--- config.mk ---
export PLATFORM = sky130hd
export DESIGN_NAME = read_quality_filter_kmer_extract_unit_flat
export DESIGN_NICKNAME = d
export VERILOG_FILES = /design/src/rqf_pkg.sv /design/src/rqf_in_if.sv /design/src/rqf_out_if.sv /design/src/rqf_front.sv /design/src/rqf_queue.sv /design/src/rqf_back.sv /design/src/read_quality_filter_kmer_extract_unit.sv /design/src/flat_wrapper.sv
export SDC_FILE = /design/constraint.sdc
export NUM_CORES = 1
export LEC_CHECK = 0
export BUFFER_PORTS_ARGS = -buffer_cell sky130_fd_sc_hd__buf_2
export CAP_MARGIN = 20
export CORE_MARGIN = 4
export CORE_UTILIZATION = 40
export CTS_BUF_LIST = sky130_fd_sc_hd__clkbuf_4 sky130_fd_sc_hd__clkbuf_8
export CTS_CLUSTER_DIAMETER = 120
export DETAILED_ROUTE_END_ITERATION = 8
export GPL_ROUTABILITY_DRIVEN = 0
export HOLD_SLACK_MARGIN = 0.08
export MAX_ROUTING_LAYER = met4
export PLACE_DENSITY_LB_ADDON = 0.08
export SYNTH_ARGS = -nofsm -noshare
export SYNTH_HDL_FRONTEND = slang
export SYNTH_SLANG_ARGS = --single-unit
--- constraint.sdc ---
create_clock -name i_clk -period 15.4 [get_ports i_clk]
set_input_delay 0.77 -clock i_clk [delete_from_list [all_inputs] [get_ports i_clk]]
set_output_delay 0.77 -clock i_clk [all_outputs]
set_load 0.005 [all_outputs]
--- src/rqf_pkg.sv ---
`timescale 1ns / 1ps
`default_nettype none

package rqf_pkg;

    // Default sizes of the block.
    localparam int MAX_CHUNK_LEN_DEF = 256;
    localparam int MAX_KMER_LEN_DEF  = 32;

    // Configuration port.
    localparam int CFG_IDX_W  = 3;
    localparam int CFG_DATA_W = 9;

    localparam logic [CFG_IDX_W-1:0] CFG_KMER_LEN       = 3'd0;
    localparam logic [CFG_IDX_W-1:0] CFG_CHUNK_LEN      = 3'd1;
    localparam logic [CFG_IDX_W-1:0] CFG_REVERSE_STRAND = 3'd2;
    localparam logic [CFG_IDX_W-1:0] CFG_BASE_QUAL_MIN  = 3'd3;
    localparam logic [CFG_IDX_W-1:0] CFG_AVG_QUAL_MIN   = 3'd4;

    localparam logic [5:0] KMER_LEN_RST      = 6'd25;
    localparam logic [8:0] CHUNK_LEN_RST     = 9'd100;
    localparam logic       REVERSE_RST       = 1'b0;
    localparam logic [6:0] BASE_QUAL_MIN_RST = 7'd20;
    localparam logic [6:0] AVG_QUAL_MIN_RST  = 7'd30;

    // Field widths.
    localparam int KMER_CODE_W = 64;
    localparam int QUAL_SUM_W  = 15;

    // ASCII codes of the base letters and the quality offset.
    localparam logic [7:0] CH_A_UP = 8'h41;
    localparam logic [7:0] CH_A_LO = 8'h61;
    localparam logic [7:0] CH_C_UP = 8'h43;
    localparam logic [7:0] CH_C_LO = 8'h63;
    localparam logic [7:0] CH_G_UP = 8'h47;
    localparam logic [7:0] CH_G_LO = 8'h67;
    localparam logic [7:0] CH_T_UP = 8'h54;
    localparam logic [7:0] CH_T_LO = 8'h74;
    localparam logic [7:0] CH_N_UP = 8'h4E;
    localparam logic [7:0] CH_N_LO = 8'h6E;
    localparam logic [7:0] QUAL_OFFSET = 8'd33;

    // 2-bit base codes.
    localparam logic [1:0] CODE_A = 2'd0;
    localparam logic [1:0] CODE_C = 2'd1;
    localparam logic [1:0] CODE_G = 2'd2;
    localparam logic [1:0] CODE_T = 2'd3;

    // Pseudo-random code source for unknown letters.
    localparam logic [15:0] LFSR_RST  = 16'hACE1;
    localparam logic [15:0] LFSR_TAPS = 16'hB400;

    // Depth of the queue between the front and back parts.
    localparam int QUEUE_DEPTH = 2;

    typedef struct packed {
        logic [5:0] kmer_len;
        logic [8:0] chunk_len;
        logic       reverse_strand;
        logic [6:0] base_qual_min;
        logic [6:0] avg_qual_min;
    } t_cfg;

    // One classified base, as the front part hands it to the back part.
    typedef struct packed {
        logic [1:0] code;
        logic       is_n;
        logic       low_qual;
        logic [7:0] phred;
        logic       read_end;
    } t_class;

endpackage

`default_nettype wire

--- src/rqf_in_if.sv ---
`timescale 1ns / 1ps
`default_nettype none

interface rqf_in_if;
    logic       valid;
    logic       ready;
    logic [7:0] base_char;
    logic [7:0] qual_char;
    logic       read_end;

    modport source (output valid, output base_char, output qual_char, output read_end,
                    input ready);
    modport sink   (input valid, input base_char, input qual_char, input read_end,
                    output ready);
endinterface

`default_nettype wire

--- src/rqf_out_if.sv ---
`timescale 1ns / 1ps
`default_nettype none

interface rqf_out_if;
    logic        valid;
    logic        ready;
    logic        kmer_valid;
    logic [63:0] kmer_code;
    logic        chunk_done;
    logic        chunk_pass;
    logic        chunk_dropped;

    modport source (output valid, output kmer_valid, output kmer_code, output chunk_done,
                    output chunk_pass, output chunk_dropped, input ready);
    modport sink   (input valid, input kmer_valid, input kmer_code, input chunk_done,
                    input chunk_pass, input chunk_dropped, output ready);
endinterface

`default_nettype wire

--- src/rqf_front.sv ---
`timescale 1ns / 1ps
`default_nettype none

// Decodes each accepted base into its 2-bit code and quality flags.
module rqf_front (
    input  wire logic          i_clk,
    input  wire logic          i_rst_n,
    rqf_in_if.sink             i_in,
    input  rqf_pkg::t_cfg      i_cfg,
    input  wire logic          i_space,
    output logic               o_push,
    output rqf_pkg::t_class    o_item
);

    logic [15:0] r_lfsr;
    logic [15:0] n_lfsr;
    logic [15:0] lfsr_step;
    logic        accept;
    logic        known;
    logic [1:0]  known_code;
    logic [8:0]  qual_floor;

    assign i_in.ready = i_space;
    assign accept     = i_in.valid && i_space;
    assign o_push     = accept;

    // One Galois step; it only advances for letters other than ACGT.
    assign lfsr_step = {1'b0, r_lfsr[15:1]} ^ (r_lfsr[0] ? rqf_pkg::LFSR_TAPS : 16'h0000);

    always_comb begin
        known      = 1'b1;
        known_code = rqf_pkg::CODE_A;
        case (i_in.base_char)
            rqf_pkg::CH_A_UP, rqf_pkg::CH_A_LO: known_code = rqf_pkg::CODE_A;
            rqf_pkg::CH_C_UP, rqf_pkg::CH_C_LO: known_code = rqf_pkg::CODE_C;
            rqf_pkg::CH_G_UP, rqf_pkg::CH_G_LO: known_code = rqf_pkg::CODE_G;
            rqf_pkg::CH_T_UP, rqf_pkg::CH_T_LO: known_code = rqf_pkg::CODE_T;
            default: known = 1'b0;
        endcase
    end

    assign n_lfsr     = (accept && !known) ? lfsr_step : r_lfsr;
    assign qual_floor = {1'b0, rqf_pkg::QUAL_OFFSET} + {2'b00, i_cfg.base_qual_min};

    always_comb begin
        o_item.code     = known ? known_code : lfsr_step[1:0];
        o_item.is_n     = (i_in.base_char == rqf_pkg::CH_N_UP) ||
                          (i_in.base_char == rqf_pkg::CH_N_LO);
        o_item.low_qual = {1'b0, i_in.qual_char} < qual_floor;
        o_item.phred    = i_in.qual_char - rqf_pkg::QUAL_OFFSET;
        o_item.read_end = i_in.read_end;
    end

    always_ff @(posedge i_clk) begin
        if (!i_rst_n) begin
            r_lfsr <= rqf_pkg::LFSR_RST;
        end else begin
            r_lfsr <= n_lfsr;
        end
    end

endmodule

`default_nettype wire

--- src/rqf_queue.sv ---
`timescale 1ns / 1ps
`default_nettype none

// Small FIFO of classified bases between the front and back parts.
module rqf_queue (
    input  wire logic          i_clk,
    input  wire logic          i_rst_n,
    input  wire logic          i_push,
    input  rqf_pkg::t_class    i_item,
    output logic               o_space,
    output logic               o_valid,
    output rqf_pkg::t_class    o_item,
    input  wire logic          i_pop
);

    localparam int Depth = rqf_pkg::QUEUE_DEPTH;
    localparam int PtrW  = (Depth > 1) ? $clog2(Depth) : 1;
    localparam int CntW  = $clog2(Depth + 1);

    rqf_pkg::t_class r_mem [Depth];
    logic [PtrW-1:0] r_wr;
    logic [PtrW-1:0] r_rd;
    logic [CntW-1:0] r_cnt;
    logic [PtrW-1:0] n_wr;
    logic [PtrW-1:0] n_rd;
    logic [CntW-1:0] n_cnt;
    logic            do_push;
    logic            do_pop;

    assign o_space = r_cnt != CntW'(Depth);
    assign o_valid = r_cnt != '0;
    assign o_item  = r_mem[r_rd];
    assign do_push = i_push && o_space;
    assign do_pop  = i_pop && o_valid;

    always_comb begin
        n_wr  = r_wr;
        n_rd  = r_rd;
        n_cnt = r_cnt;
        if (do_push) begin
            n_wr = (r_wr == PtrW'(Depth - 1)) ? '0 : r_wr + 1'b1;
        end
        if (do_pop) begin
            n_rd = (r_rd == PtrW'(Depth - 1)) ? '0 : r_rd + 1'b1;
        end
        if (do_push && !do_pop) begin
            n_cnt = r_cnt + 1'b1;
        end else if (do_pop && !do_push) begin
            n_cnt = r_cnt - 1'b1;
        end
    end

    always_ff @(posedge i_clk) begin
        if (do_push) begin
            r_mem[r_wr] <= i_item;
        end
    end

    always_ff @(posedge i_clk) begin
        if (!i_rst_n) begin
            r_wr  <= '0;
            r_rd  <= '0;
            r_cnt <= '0;
        end else begin
            r_wr  <= n_wr;
            r_rd  <= n_rd;
            r_cnt <= n_cnt;
        end
    end

endmodule

`default_nettype wire

--- src/rqf_back.sv ---
`timescale 1ns / 1ps
`default_nettype none

// Chunk state: rolling k-mer, quality sum, fail flag and position.
// Builds the result of each base into the output register.
module rqf_back #(
    parameter int MAX_CHUNK_LEN = rqf_pkg::MAX_CHUNK_LEN_DEF,
    parameter int MAX_KMER_LEN  = rqf_pkg::MAX_KMER_LEN_DEF
) (
    input  wire logic          i_clk,
    input  wire logic          i_rst_n,
    input  rqf_pkg::t_cfg      i_cfg,
    input  wire logic          i_valid,
    input  rqf_pkg::t_class    i_item,
    output logic               o_pop,
    rqf_out_if.source          o_out
);

    localparam int KW    = 2 * MAX_KMER_LEN;
    localparam int LenW  = $clog2(MAX_CHUNK_LEN + 1);
    localparam int VCmpW = (LenW > 6) ? LenW : 6;
    localparam int ThrW  = LenW + 7;
    localparam int SW    = rqf_pkg::QUAL_SUM_W;
    localparam int CmpW  = (ThrW > SW) ? ThrW : SW;

    logic [LenW-1:0] r_pos;
    logic [KW-1:0]   r_kmer;
    logic [SW-1:0]   r_sum;
    logic            r_bad;
    logic            r_out_valid;
    logic            r_kmer_valid;
    logic [63:0]     r_kmer_code;
    logic            r_done;
    logic            r_pass;
    logic            r_dropped;

    logic [5:0]      keff;
    logic [LenW-1:0] len_eff;
    logic [KW-1:0]   mask;
    logic [6:0]      top_shift;
    logic [KW-1:0]   n_kmer;
    logic            n_bad;
    logic [SW:0]     sum_wide;
    logic [SW-1:0]   n_sum;
    logic [LenW-1:0] pos1;
    logic [ThrW-1:0] thr;
    logic            kvalid;
    logic            done;
    logic            pass;
    logic            dropped;
    logic            emit;

    always_comb begin
        if (i_cfg.kmer_len == '0) begin
            keff = 6'd1;
        end else if (int'(i_cfg.kmer_len) > MAX_KMER_LEN) begin
            keff = 6'(MAX_KMER_LEN);
        end else begin
            keff = i_cfg.kmer_len;
        end
        if (i_cfg.chunk_len == '0) begin
            len_eff = LenW'(1);
        end else if (int'(i_cfg.chunk_len) > MAX_CHUNK_LEN) begin
            len_eff = LenW'(MAX_CHUNK_LEN);
        end else begin
            len_eff = LenW'(i_cfg.chunk_len);
        end
    end

    always_comb begin
        for (int i = 0; i < KW; i++) begin
            mask[i] = i < 2 * int'(keff);
        end
    end

    assign top_shift = {keff, 1'b0} - 7'd2;

    always_comb begin
        if (i_cfg.reverse_strand) begin
            n_kmer = ((r_kmer >> 2) | (KW'(~i_item.code) << top_shift)) & mask;
        end else begin
            n_kmer = ((r_kmer << 2) | KW'(i_item.code)) & mask;
        end
    end

    assign n_bad    = r_bad || i_item.is_n || i_item.low_qual;
    assign sum_wide = {1'b0, r_sum} + (SW + 1)'(i_item.phred);

    always_comb begin
        if (i_item.low_qual) begin
            n_sum = r_sum;
        end else if (sum_wide[SW]) begin
            n_sum = '1;
        end else begin
            n_sum = sum_wide[SW-1:0];
        end
    end

    assign pos1    = r_pos + 1'b1;
    assign thr     = ThrW'(len_eff) * ThrW'(i_cfg.avg_qual_min);
    assign kvalid  = VCmpW'(pos1) >= VCmpW'(keff);
    assign done    = pos1 >= len_eff;
    assign pass    = !n_bad && (CmpW'(n_sum) >= CmpW'(thr));
    assign dropped = !done && i_item.read_end;
    assign emit    = kvalid || done || dropped;

    // The next base is taken whenever the output register is free or being emptied.
    assign o_pop = i_valid && (!r_out_valid || o_out.ready);

    always_ff @(posedge i_clk) begin
        if (!i_rst_n) begin
            r_pos       <= '0;
            r_kmer      <= '0;
            r_sum       <= '0;
            r_bad       <= 1'b0;
            r_out_valid <= 1'b0;
        end else begin
            r_out_valid <= (r_out_valid && !o_out.ready) || (o_pop && emit);
            if (o_pop) begin
                if (done || dropped) begin
                    r_pos  <= '0;
                    r_kmer <= '0;
                    r_sum  <= '0;
                    r_bad  <= 1'b0;
                end else begin
                    r_pos  <= pos1;
                    r_kmer <= n_kmer;
                    r_sum  <= n_sum;
                    r_bad  <= n_bad;
                end
            end
        end
    end

    always_ff @(posedge i_clk) begin
        if (o_pop && emit) begin
            r_kmer_valid <= kvalid;
            r_kmer_code  <= kvalid ? 64'(n_kmer) : 64'd0;
            r_done       <= done;
            r_pass       <= done && pass;
            r_dropped    <= dropped;
        end
    end

    assign o_out.valid         = r_out_valid;
    assign o_out.kmer_valid    = r_kmer_valid;
    assign o_out.kmer_code     = r_kmer_code;
    assign o_out.chunk_done    = r_done;
    assign o_out.chunk_pass    = r_pass;
    assign o_out.chunk_dropped = r_dropped;

endmodule

`default_nettype wire

--- src/read_quality_filter_kmer_extract_unit.sv ---
// Quality-filtered k-mer extractor. Bases of sequencing reads enter one item per cycle on
// i_in_ch while it is ready, each with its ASCII quality character and an end-of-read
// mark. Every raw read is cut into chunks of chunk_len bases; a rolling 2-bit k-mer (A=0,
// C=1, G=2, T=3, forward or reverse complement) is emitted from the kmer_len-th base of a
// chunk on, and the last base of a complete chunk carries a pass/fail verdict. A chunk
// fails on any N base, on any Phred quality below base_qual_min, or when its quality sum
// is below chunk_len * avg_qual_min. When a read ends inside an incomplete chunk, the item
// of that base has chunk_dropped set and the k-mers of that chunk should be discarded.
// Bases that make no result (before the first full k-mer) emit no item on o_out_ch. The
// unit takes one base per cycle sustained while o_out_ch is not stalled. An accepted base
// is decoded combinationally, written into the queue and then processed into the output
// register, which presents its result on o_out_ch. The back part's chunk state update sets
// the rate. Configuration registers are written on the plain port (i_cfg_we, i_cfg_idx,
// i_cfg_data); the user must write them only while the unit is idle, which the unit does
// not enforce. Indexes beyond the list are ignored. After reset the unit is ready at once.
`timescale 1ns / 1ps
`default_nettype none

module read_quality_filter_kmer_extract_unit #(
    parameter int MAX_CHUNK_LEN = rqf_pkg::MAX_CHUNK_LEN_DEF,
    parameter int MAX_KMER_LEN  = rqf_pkg::MAX_KMER_LEN_DEF
) (
    input  wire logic                           i_clk,
    input  wire logic                           i_rst_n,
    rqf_in_if.sink                              i_in_ch,
    rqf_out_if.source                           o_out_ch,
    input  wire logic                           i_cfg_we,
    input  wire logic [rqf_pkg::CFG_IDX_W-1:0]  i_cfg_idx,
    input  wire logic [rqf_pkg::CFG_DATA_W-1:0] i_cfg_data
);

    // Configuration registers, held as one struct and shared by both parts.
    rqf_pkg::t_cfg   r_cfg;

    // Front-to-queue and queue-to-back links.
    logic            front_push;
    rqf_pkg::t_class front_item;
    logic            queue_space;
    logic            queue_valid;
    rqf_pkg::t_class queue_item;
    logic            back_pop;

    always_ff @(posedge i_clk) begin
        if (!i_rst_n) begin
            r_cfg.kmer_len       <= rqf_pkg::KMER_LEN_RST;
            r_cfg.chunk_len      <= rqf_pkg::CHUNK_LEN_RST;
            r_cfg.reverse_strand <= rqf_pkg::REVERSE_RST;
            r_cfg.base_qual_min  <= rqf_pkg::BASE_QUAL_MIN_RST;
            r_cfg.avg_qual_min   <= rqf_pkg::AVG_QUAL_MIN_RST;
        end else if (i_cfg_we) begin
            case (i_cfg_idx)
                rqf_pkg::CFG_KMER_LEN:       r_cfg.kmer_len       <= i_cfg_data[5:0];
                rqf_pkg::CFG_CHUNK_LEN:      r_cfg.chunk_len      <= i_cfg_data[8:0];
                rqf_pkg::CFG_REVERSE_STRAND: r_cfg.reverse_strand <= i_cfg_data[0];
                rqf_pkg::CFG_BASE_QUAL_MIN:  r_cfg.base_qual_min  <= i_cfg_data[6:0];
                rqf_pkg::CFG_AVG_QUAL_MIN:   r_cfg.avg_qual_min   <= i_cfg_data[6:0];
                default: begin
                end
            endcase
        end
    end

    // The front part decodes letters and qualities and steps the random code source
    // for letters other than ACGT, so the back part sees only small classified items.
    rqf_front u_front (
        .i_clk   (i_clk),
        .i_rst_n (i_rst_n),
        .i_in    (i_in_ch),
        .i_cfg   (r_cfg),
        .i_space (queue_space),
        .o_push  (front_push),
        .o_item  (front_item)
    );

    // The queue lets the front keep accepting while the output side stalls briefly.
    rqf_queue u_queue (
        .i_clk   (i_clk),
        .i_rst_n (i_rst_n),
        .i_push  (front_push),
        .i_item  (front_item),
        .o_space (queue_space),
        .o_valid (queue_valid),
        .o_item  (queue_item),
        .i_pop   (back_pop)
    );

    // The back part holds the chunk state and the output register.
    rqf_back #(
        .MAX_CHUNK_LEN (MAX_CHUNK_LEN),
        .MAX_KMER_LEN  (MAX_KMER_LEN)
    ) u_back (
        .i_clk   (i_clk),
        .i_rst_n (i_rst_n),
        .i_cfg   (r_cfg),
        .i_valid (queue_valid),
        .i_item  (queue_item),
        .o_pop   (back_pop),
        .o_out   (o_out_ch)
    );

endmodule

`default_nettype wire

--- src/flat_wrapper.sv ---
// flat-port wrapper written by rule: the top's interface ports become plain ports
module read_quality_filter_kmer_extract_unit_flat 
#(
    parameter int MAX_CHUNK_LEN = rqf_pkg::MAX_CHUNK_LEN_DEF,
    parameter int MAX_KMER_LEN  = rqf_pkg::MAX_KMER_LEN_DEF
)
  (i_clk, i_rst_n, i_cfg_we, i_cfg_idx, i_cfg_data, i_in_ch_valid, i_in_ch_base_char, i_in_ch_qual_char, i_in_ch_read_end, i_in_ch_ready, o_out_ch_valid, o_out_ch_kmer_valid, o_out_ch_kmer_code, o_out_ch_chunk_done, o_out_ch_chunk_pass, o_out_ch_chunk_dropped, o_out_ch_ready);
  rqf_in_if i_in_ch_i ();
  rqf_out_if o_out_ch_i ();
  input  wire logic i_clk;
  input  wire logic i_rst_n;
  input  wire logic i_cfg_we;
  input  wire logic [rqf_pkg::CFG_IDX_W-1:0] i_cfg_idx;
  input  wire logic [rqf_pkg::CFG_DATA_W-1:0] i_cfg_data;
  input wire logic [$bits(i_in_ch_i.valid)-1:0] i_in_ch_valid;
  input wire logic [$bits(i_in_ch_i.base_char)-1:0] i_in_ch_base_char;
  input wire logic [$bits(i_in_ch_i.qual_char)-1:0] i_in_ch_qual_char;
  input wire logic [$bits(i_in_ch_i.read_end)-1:0] i_in_ch_read_end;
  output wire logic [$bits(i_in_ch_i.ready)-1:0] i_in_ch_ready;
  output wire logic [$bits(o_out_ch_i.valid)-1:0] o_out_ch_valid;
  output wire logic [$bits(o_out_ch_i.kmer_valid)-1:0] o_out_ch_kmer_valid;
  output wire logic [$bits(o_out_ch_i.kmer_code)-1:0] o_out_ch_kmer_code;
  output wire logic [$bits(o_out_ch_i.chunk_done)-1:0] o_out_ch_chunk_done;
  output wire logic [$bits(o_out_ch_i.chunk_pass)-1:0] o_out_ch_chunk_pass;
  output wire logic [$bits(o_out_ch_i.chunk_dropped)-1:0] o_out_ch_chunk_dropped;
  input wire logic [$bits(o_out_ch_i.ready)-1:0] o_out_ch_ready;
  assign i_in_ch_i.valid = i_in_ch_valid;
  assign i_in_ch_i.base_char = i_in_ch_base_char;
  assign i_in_ch_i.qual_char = i_in_ch_qual_char;
  assign i_in_ch_i.read_end = i_in_ch_read_end;
  assign i_in_ch_ready = i_in_ch_i.ready;
  assign o_out_ch_valid = o_out_ch_i.valid;
  assign o_out_ch_kmer_valid = o_out_ch_i.kmer_valid;
  assign o_out_ch_kmer_code = o_out_ch_i.kmer_code;
  assign o_out_ch_chunk_done = o_out_ch_i.chunk_done;
  assign o_out_ch_chunk_pass = o_out_ch_i.chunk_pass;
  assign o_out_ch_chunk_dropped = o_out_ch_i.chunk_dropped;
  assign o_out_ch_i.ready = o_out_ch_ready;
  read_quality_filter_kmer_extract_unit #(.MAX_CHUNK_LEN(MAX_CHUNK_LEN), .MAX_KMER_LEN(MAX_KMER_LEN)) u_core (.i_clk(i_clk), .i_rst_n(i_rst_n), .i_in_ch(i_in_ch_i), .o_out_ch(o_out_ch_i), .i_cfg_we(i_cfg_we), .i_cfg_idx(i_cfg_idx), .i_cfg_data(i_cfg_data));
endmodule
==> summary.txt, run 1 <==
Global routing
  • Vias in the first global route: roughly 12000
  • Largest net degree at the start of global routing: 77
  • First-pass GRT wire length: ~62 mm
  • Total track usage: ~20%
  • Initial antenna violation count: 0
  • GRT Residual Overflow: 0

STA
  • RSZ-0062 raised after global routing: false
  • Min setup slack post-route: 8.74 ns
  • Crit share post-route: a little over two fifths
  • Final setup violation count: 0
  • Post-route minimum period: approximately 6.7 ns
  • Slew Limit Fails: 0
  • Slew HR: 19.6%
  • Max Clk Rate: 0.150 GHz
  • Final Hold Vio Count: 0
  • Setup TNS: 0 ns
  • Least-Margin Pin Slew: approximately 1.2 ns
  • Layout Skew: 0.0381 ns

Logic synthesis
  • Syn Inst Count: 1543
  • FF+latch count, synth: 235
  • Sequential share of the synthesized area: between 30% and 40%
  • Largest cells by area after synthesis: dfxtp_1, edfxtp_1, ha_1
  • Unique masters post-synth: 83
  • Main synth FF type: dfxtp_1
  • Post-Syn Area: roughly 0.014 sq mm
  • Post-synth top area cell: dfxtp_1
  • EDFF count, synth: 94
  • Warnings from Yosys: 0
  • Synth Net Count: 1698
  • Ys async rst share: 0%
  • Post-Syn Area per Cell: 9.26 sq um
  • Synth top area share: 19.8%

Status
  • Outcome: finished clean

Die
  • Die Wd: 197 microns
  • Die Area: 0.0388 sq mm
  • Num rows: 68
  • Die height: between 150 and 200 microns
  • Starting Density: between 40% and 50%
  • IO Pins: approximately 100
  • Core ar.: 0.0349 sq mm

Finish
  • # diodes: 0
  • Filler cells: about 3500
  • Layout cell share with drive strength beyond 1: approximately 15%
  • Final cell count without fillers: roughly 2100
  • Nets@finish: between 1500 and 2000
  • Most common cell after layout, fill and taps aside: nand2_1
  • Commonest cells after routing, fill and taps aside: nand2_1, dfxtp_1, nor2_1
  • Syn-to-layout area delta: 12.0%

Clock tree
  • Clk sink count: between 200 and 250
  • CTS root buf: clkbuf_8
  • # hold bufs at CTS: 0
  • Worst-path clk slew: 0.05 ns
  • Clk buf depth: 3
  • Inserted Clock Buffers: between 40 and 50
  • # Post-CTS Setup Buffers: 0
  • CTS tree: done
  • Resize count post-CTS: 0
  • Later-pin clock latency in the skew report: about 0.58 ns
  • CTS H-tree depth: 2

Power
  • PD cells: 123 mW/mm^2
  • Worst vdd ir: just under 0.00007 V
  • Leak pwr: between 6 and 7 nW

Place
  • Port bufs: just over 100
  • Placed cells: ~2000
  • Pre-CTS setup slack: between 8 and 9 ns
  • Hpwl dp: approximately 28 mm

Critical path
  • Kind of critical path: reg -> reg
  • Worst EP required: 15.71 ns
  • Setup crit end kind: flop
  • WP data arrival: about 7 ns
  • Crit start category: flop
  • Worst Path Max Fanout: 8

Drt
  • Routed Antenna Nets: 0
  • Via count: approximately 11000
  • Vias per inst: ~5.4
  • Drt drc: 0
  • TritonRoute pass-1 iters: 5
  • WL/cell: ~18 microns
  • DRT Wirelength: 38.5 mm
  • Initial DRC count: about 650

Job
  • Max-cap violations: 0

Min path
  • Min-Delay Path Class: in -> reg
## through the flow
step	utilization [%]	hold WS, ns	cell area [sq um]	power [mW]
global route	45.9	0.404	16000	2.09
floorplan	-	0.425	14300	1.16
CTS	45.8	0.401	16000	1.99
global placement	43.2	0.437	15100	1.34
finish	45.9	0.431	16000	1.96
detailed placement	43.2	0.445	15100	1.35
## metal layers
layer,vias up,global-route usage (%),wire length [microns]
met5,-,-,0
met4,0,7.34,1400
met3,93,3.25,1660
met2,261,34.5,19100
met1,5464,24.6,16300
li1,5679,-,-
## logic make-up after synthesis
logic type	synth area share, %
mux	2.66
simple gates	19.7
xor+xnor	2.65
flops	39.5
fa+ha+maj	12.4
buf+inv	4.82
compound gates	18.2
## power breakdown
group	internal (mW)	total, mW	switching (mW)
Clock	0.366	0.634	0.268
Combinational	0.209	0.539	0.329
Sequential	0.747	0.789	0.0419
## state kept, by name (all words and copies together), names as in the netlist, 2 cells and up, named ones only
name	flops
u_core.u_queue.r_mem	26
u_core.u_back.r_sum	15
u_core.u_front.r_lfsr	16
u_core.u_queue.r_cnt	2
u_core.u_back.r_pos	9
u_core.u_back.o_out.kmer_code	64
u_core.r_cfg	30
u_core.u_back.r_kmer	64
## cell type report
| cell class | instances | area, sq um | share of cell area (%) |
|---|---|---|---|
| inverter | 65 | 244 | 1.52 |
| sequential | 235 | 5650 | 35.3 |
| tap | 455 | 569 | 3.56 |
| clock buffer | 66 | 796 | 4.97 |
| clock inverter | 13 | 125 | 0.782 |
| multi-input combinational | 1161 | 7970 | 49.8 |
| timing repair buffer | 119 | 646 | 4.04 |
## worst paths after layout
| check | start | slack (ns) | endpoint | cells after the start |
|---|---|---|---|---|
| worst min-delay path | i_in_ch_read_end | 0.43 | u_core.u_queue.r_mem[0][0]$_DFFE_PP_ | 1 |
| worst max register to register | u_core.r_cfg[19]$_SDFFE_PN0P_ | 8.74 | u_core.u_back.o_out.chunk_pass$_DFFE_PP_ | 24 |
| worst max-delay path | u_core.r_cfg[19]$_SDFFE_PN0P_ | 8.74 | u_core.u_back.o_out.chunk_pass$_DFFE_PP_ | 24 |
| worst min register to register | u_core.u_back.r_kmer[62]$_SDFFE_PN0P_ | 0.45 | u_core.u_back.r_kmer[62]$_SDFFE_PN0P_ | 2 |
## synthesized netlist by cell type, types with 44 or more instances
cell type	instances
ha_1	86
and2_1	76
o21ai_0	94
clkbuf_1	50
nor3_1	47
a21oi_1	69
edfxtp_1	94
dfxtp_1	141
nand3_1	44
nor2_1	122
nand2_1	191
inv_1	64
## worst max-delay path, cell delays in order (launching register included)
cell and delay, ns:
dfxtp_1 0.32, nor4_1 0.32, a21oi_1 0.12, nor2_1 0.44, nand2_1 0.16, fa_1 0.52, fa_1 0.54, inv_1 0.05
fa_1 0.53, inv_1 0.05, fa_1 0.52, inv_1 0.04, ha_1 0.32, o21a_1 0.14, o31a_1 0.19, o211a_1 0.20
o21ai_0 0.15, a2111oi_0 0.47, a311oi_1 0.10, ha_1 0.23, a211oi_1 0.29, nand2_1 0.08, nor3_1 0.28, o211a_1 0.26
nor4b_1 0.08
(Power assumes the default switching activity.)
==> inputs of run 2 (changes only) <==
==> constraint.sdc (replaced) <==
create_clock -name i_clk -period 6.73 [get_ports i_clk]
set_input_delay 0.3365 -clock i_clk [delete_from_list [all_inputs] [get_ports i_clk]]
set_output_delay 0.3365 -clock i_clk [all_outputs]
set_load 0.005 [all_outputs]
==> summary.txt, run 2 (same netlist as run 1, synthesis figures left out) <==
Critical path
  • Setup slack, reg-to-reg: 0.56 ns (was 8.74 ns)
  • Kind of critical path: reg -> reg (unchanged)
  • Reg2reg path depth: 23 (was 24)
  • Worst EP required: 7.04 ns (was 15.71 ns)
  • Worst r2r dst: u_core.u_back.o_out.chunk_pass$_DFFE_PP_ (unchanged)
  • Worst Path Max Fanout: 17 (was 8)
  • Worst reg2reg path startpoint: u_core.r_cfg[23]$_SDFFE_PN0P_ (was u_core.r_cfg[19]$_SDFFE_PN0P_)
  • WP data arrival: 6.48 ns (was 6.98 ns)
  • Crit start category: flop (unchanged)
  • Setup crit end kind: flop (unchanged)

Finish
  • Util after Layout: 46.3% (was 45.9%)
  • # diodes: 0 (unchanged)
  • Commonest cells after routing, fill and taps aside: nand2_1, dfxtp_1, nor2_1 (unchanged)
  • Final Cell Area: 0.0161 sq mm (was 0.0160 sq mm)
  • Nets@finish: 1792 (was 1780)
  • Most common cell after layout, fill and taps aside: nand2_1 (unchanged)
  • Layout cell share with drive strength beyond 1: 15.3% (was 15.4%)
  • Filler cells: 3455 (was 3461)
  • Syn-to-layout area delta: 13.1% (was 12.0%)
  • Final cell count without fillers: 2128 (was 2114)

Power
  • Total Power: 4.52 mW (was 1.96 mW)
  • PD cells: 280 mW/mm^2 (was 123 mW/mm^2)
  • Switching share of power: 32.7% (was 32.6%)
  • Internal power: 3.04 mW (was 1.32 mW)
  • Leak pwr: 6.39 nW (was 6.34 nW)
  • Psw: 1.48 mW (was 0.640 mW)
  • Sequential power share: 39.8% (was 40.2%)
  • Clock share of power: 32.6% (was 32.3%)
  • Logic pwr share: 27.6% (was 27.5%)
  • Worst vdd ir: 0.000166 V (was 0.0000696 V)

STA
  • Setup TNS: 0 ns (unchanged)
  • Tightest hold margin: 0.136 ns (was 0.431 ns)
  • Min setup slack post-route: 0.565 ns (was 8.74 ns)
  • Post-route minimum period: 6.17 ns (was 6.66 ns)
  • Final setup violation count: 0 (unchanged)
  • RSZ-0062 raised after global routing: false (unchanged)
  • Slew Limit Fails: 0 (unchanged)
  • Final Hold Vio Count: 0 (unchanged)
  • Slew HR: 22.6% (was 19.6%)
  • Layout Skew: 0.0257 ns (was 0.0381 ns)
  • Max Clk Rate: 0.162 GHz (was 0.150 GHz)
  • Crit share post-route: 91.6% (was 43.3%)
  • Least-Margin Pin Slew: 1.15 ns (was 1.20 ns)

Drt
  • Via count: 11557 (was 11497)
  • Vias per inst: 5.43 (was 5.44)
  • Routed Antenna Nets: 0 (unchanged)
  • WL/cell: 18.1 microns (was 18.2 microns)
  • Drt drc: 0 (unchanged)
  • Initial DRC count: 634 (was 645)
  • TritonRoute pass-1 iters: 5 (unchanged)
  • DRT Wirelength: 38.5 mm (about the same)

Place
  • Hpwl dp: 27.7 mm (was 27.6 mm)
  • Placed cells: 2033 (was 2034)
  • Port bufs: 102 (unchanged)
  • DP Area: 0.0151 sq mm (about the same)
  • Pre-CTS setup slack: 0.473 ns (was 8.69 ns)

Min path
  • Hold Path Depth: 2 (was 1)
  • Hold_sp: i_in_ch_qual_char[0] (was i_in_ch_read_end)
  • Min-Delay Path Class: in -> reg (unchanged)
  • Hold Path End: u_core.u_queue.r_mem[1][1]$_DFFE_PP_ (was u_core.u_queue.r_mem[0][0]$_DFFE_PP_)

Die
  • Num rows: 68 (unchanged)
  • Die Area: 0.0388 sq mm (unchanged)
  • Die height: 197 microns (unchanged)
  • IO Pins: 104 (unchanged)
  • Starting Density: 40.9% (unchanged)
  • Die Wd: 197 microns (unchanged)
  • Core ar.: 0.0349 sq mm (unchanged)

Clock tree
  • Worst-path clk slew: 0.05 ns (about the same)
  • # hold bufs at CTS: 11 (was 0)
  • CTS root buf: clkbuf_8 (unchanged)
  • CTS tree: done (unchanged)
  • Later-pin clock latency in the skew report: 0.57 ns (was 0.58 ns)
  • Clk sink count: 235 (unchanged)
  • CTS H-tree depth: 2 (unchanged)
  • # Post-CTS Setup Buffers: 0 (unchanged)
  • Clk buf depth: 3 (unchanged)
  • Inserted Clock Buffers: 45 (was 43)
  • Resize count post-CTS: 0 (unchanged)

Global routing
  • Vias in the first global route: 11541 (was 11574)
  • Initial antenna violation count: 0 (unchanged)
  • First-pass GRT wire length: 61.5 mm (was 62.2 mm)
  • Total track usage: 20.1% (was 20.3%)
  • GRT Residual Overflow: 0 (unchanged)
  • Largest net degree at the start of global routing: 84 (was 77)

Job
  • Max-cap violations: 0 (unchanged)

Status
  • Outcome: finished clean (unchanged)
-- run 2: cell count changes in the layout (fill, tap and decap cells not counted) --
cell	previous run	this run
clkinvlp_4	0	3
inv_6	2	0
clkinv_1	3	5
buf_12	0	1
clkinv_2	5	9
buf_4	16	14
clkbuf_4	18	13
bufinv_16	2	3
clkinv_4	0	1
dlygate4sd3_1	0	11
-- run 2: power by group through the flow --
stage | Sequential, mW | Combinational (mW) | Clock, mW
2_1_floorplan | 1.83 | 0.828 | 0
3_3_place_gp | 1.83 | 1.24 | 0
3_5_place_dp | 1.83 | 1.25 | 0
4_1_cts | 1.80 | 1.26 | 1.53
5_1_grt | 1.82 | 1.40 | 1.60
6_report | 1.80 | 1.25 | 1.48
-- run 2: area by class of cell --
| cell class | instances | area, sq um | share of cell area (%) |
|---|---|---|---|
| Tap cell | 455 | 569 | 3.53 |
| Clock buffer | 61 | 758 | 4.70 |
| Timing Repair Buffer | 129 | 761 | 4.71 |
| Multi-Input combinational cell | 1161 | 7970 | 49.4 |
| Inverter | 65 | 244 | 1.51 |
| Clock inverter | 22 | 196 | 1.22 |
| Sequential cell | 235 | 5650 | 35.0 |
-- run 2: how the worst max path moves through the flow --
stage | depth (start not counted) | slack [ns] | start | to
6_report | 23 | 0.56 | u_core.r_cfg[23]$_SDFFE_PN0P_ | u_core.u_back.o_out.chunk_pass$_DFFE_PP_
5_1_grt | 22 | 0.06 | u_core.r_cfg[23]$_SDFFE_PN0P_ | u_core.u_back.o_out.chunk_pass$_DFFE_PP_
4_1_cts | 23 | 0.47 | u_core.r_cfg[23]$_SDFFE_PN0P_ | u_core.u_back.o_out.chunk_pass$_DFFE_PP_
3_5_place_dp | 23 | 0.47 | u_core.r_cfg[23]$_SDFFE_PN0P_ | u_core.u_back.o_out.chunk_pass$_DFFE_PP_
3_3_place_gp | 23 | 0.68 | u_core.r_cfg[23]$_SDFFE_PN0P_ | u_core.u_back.o_out.chunk_pass$_DFFE_PP_
2_1_floorplan | 12 | 0.59 | u_core.u_back.r_pos[0]$_SDFFE_PN0P_ | u_core.u_back.o_out.chunk_done$_DFFE_PP_
-- run 2: critical path, stage by stage, from the launching register on --
cell       delay (ns)
dfxtp_1          0.65
nor2b_1          0.27
and2_1           0.25
fa_1             0.53
inv_1            0.05
fa_1             0.47
inv_1            0.05
fa_1             0.52
inv_1            0.05
fa_1             0.52
inv_1            0.04
ha_1             0.32
o21a_1           0.14
o31a_1           0.18
o211a_1          0.19
o21ai_0          0.14
a2111oi_0        0.43
a311oi_1         0.10
ha_1             0.22
a211oi_1         0.29
nand2_1          0.08
nor3_1           0.18
o211a_1          0.19
nor4b_1          0.06
-- run 2: metal layers --
metal | wire, microns | part of all wire (%) | global-route usage (%)
met1 | 16500 | 43 | 24.0
met2 | 19200 | 50 | 34.5
met3 | 1590 | 4.1 | 3.20
met4 | 1220 | 3.2 | 7.34
met5 | 0 | 0 | -
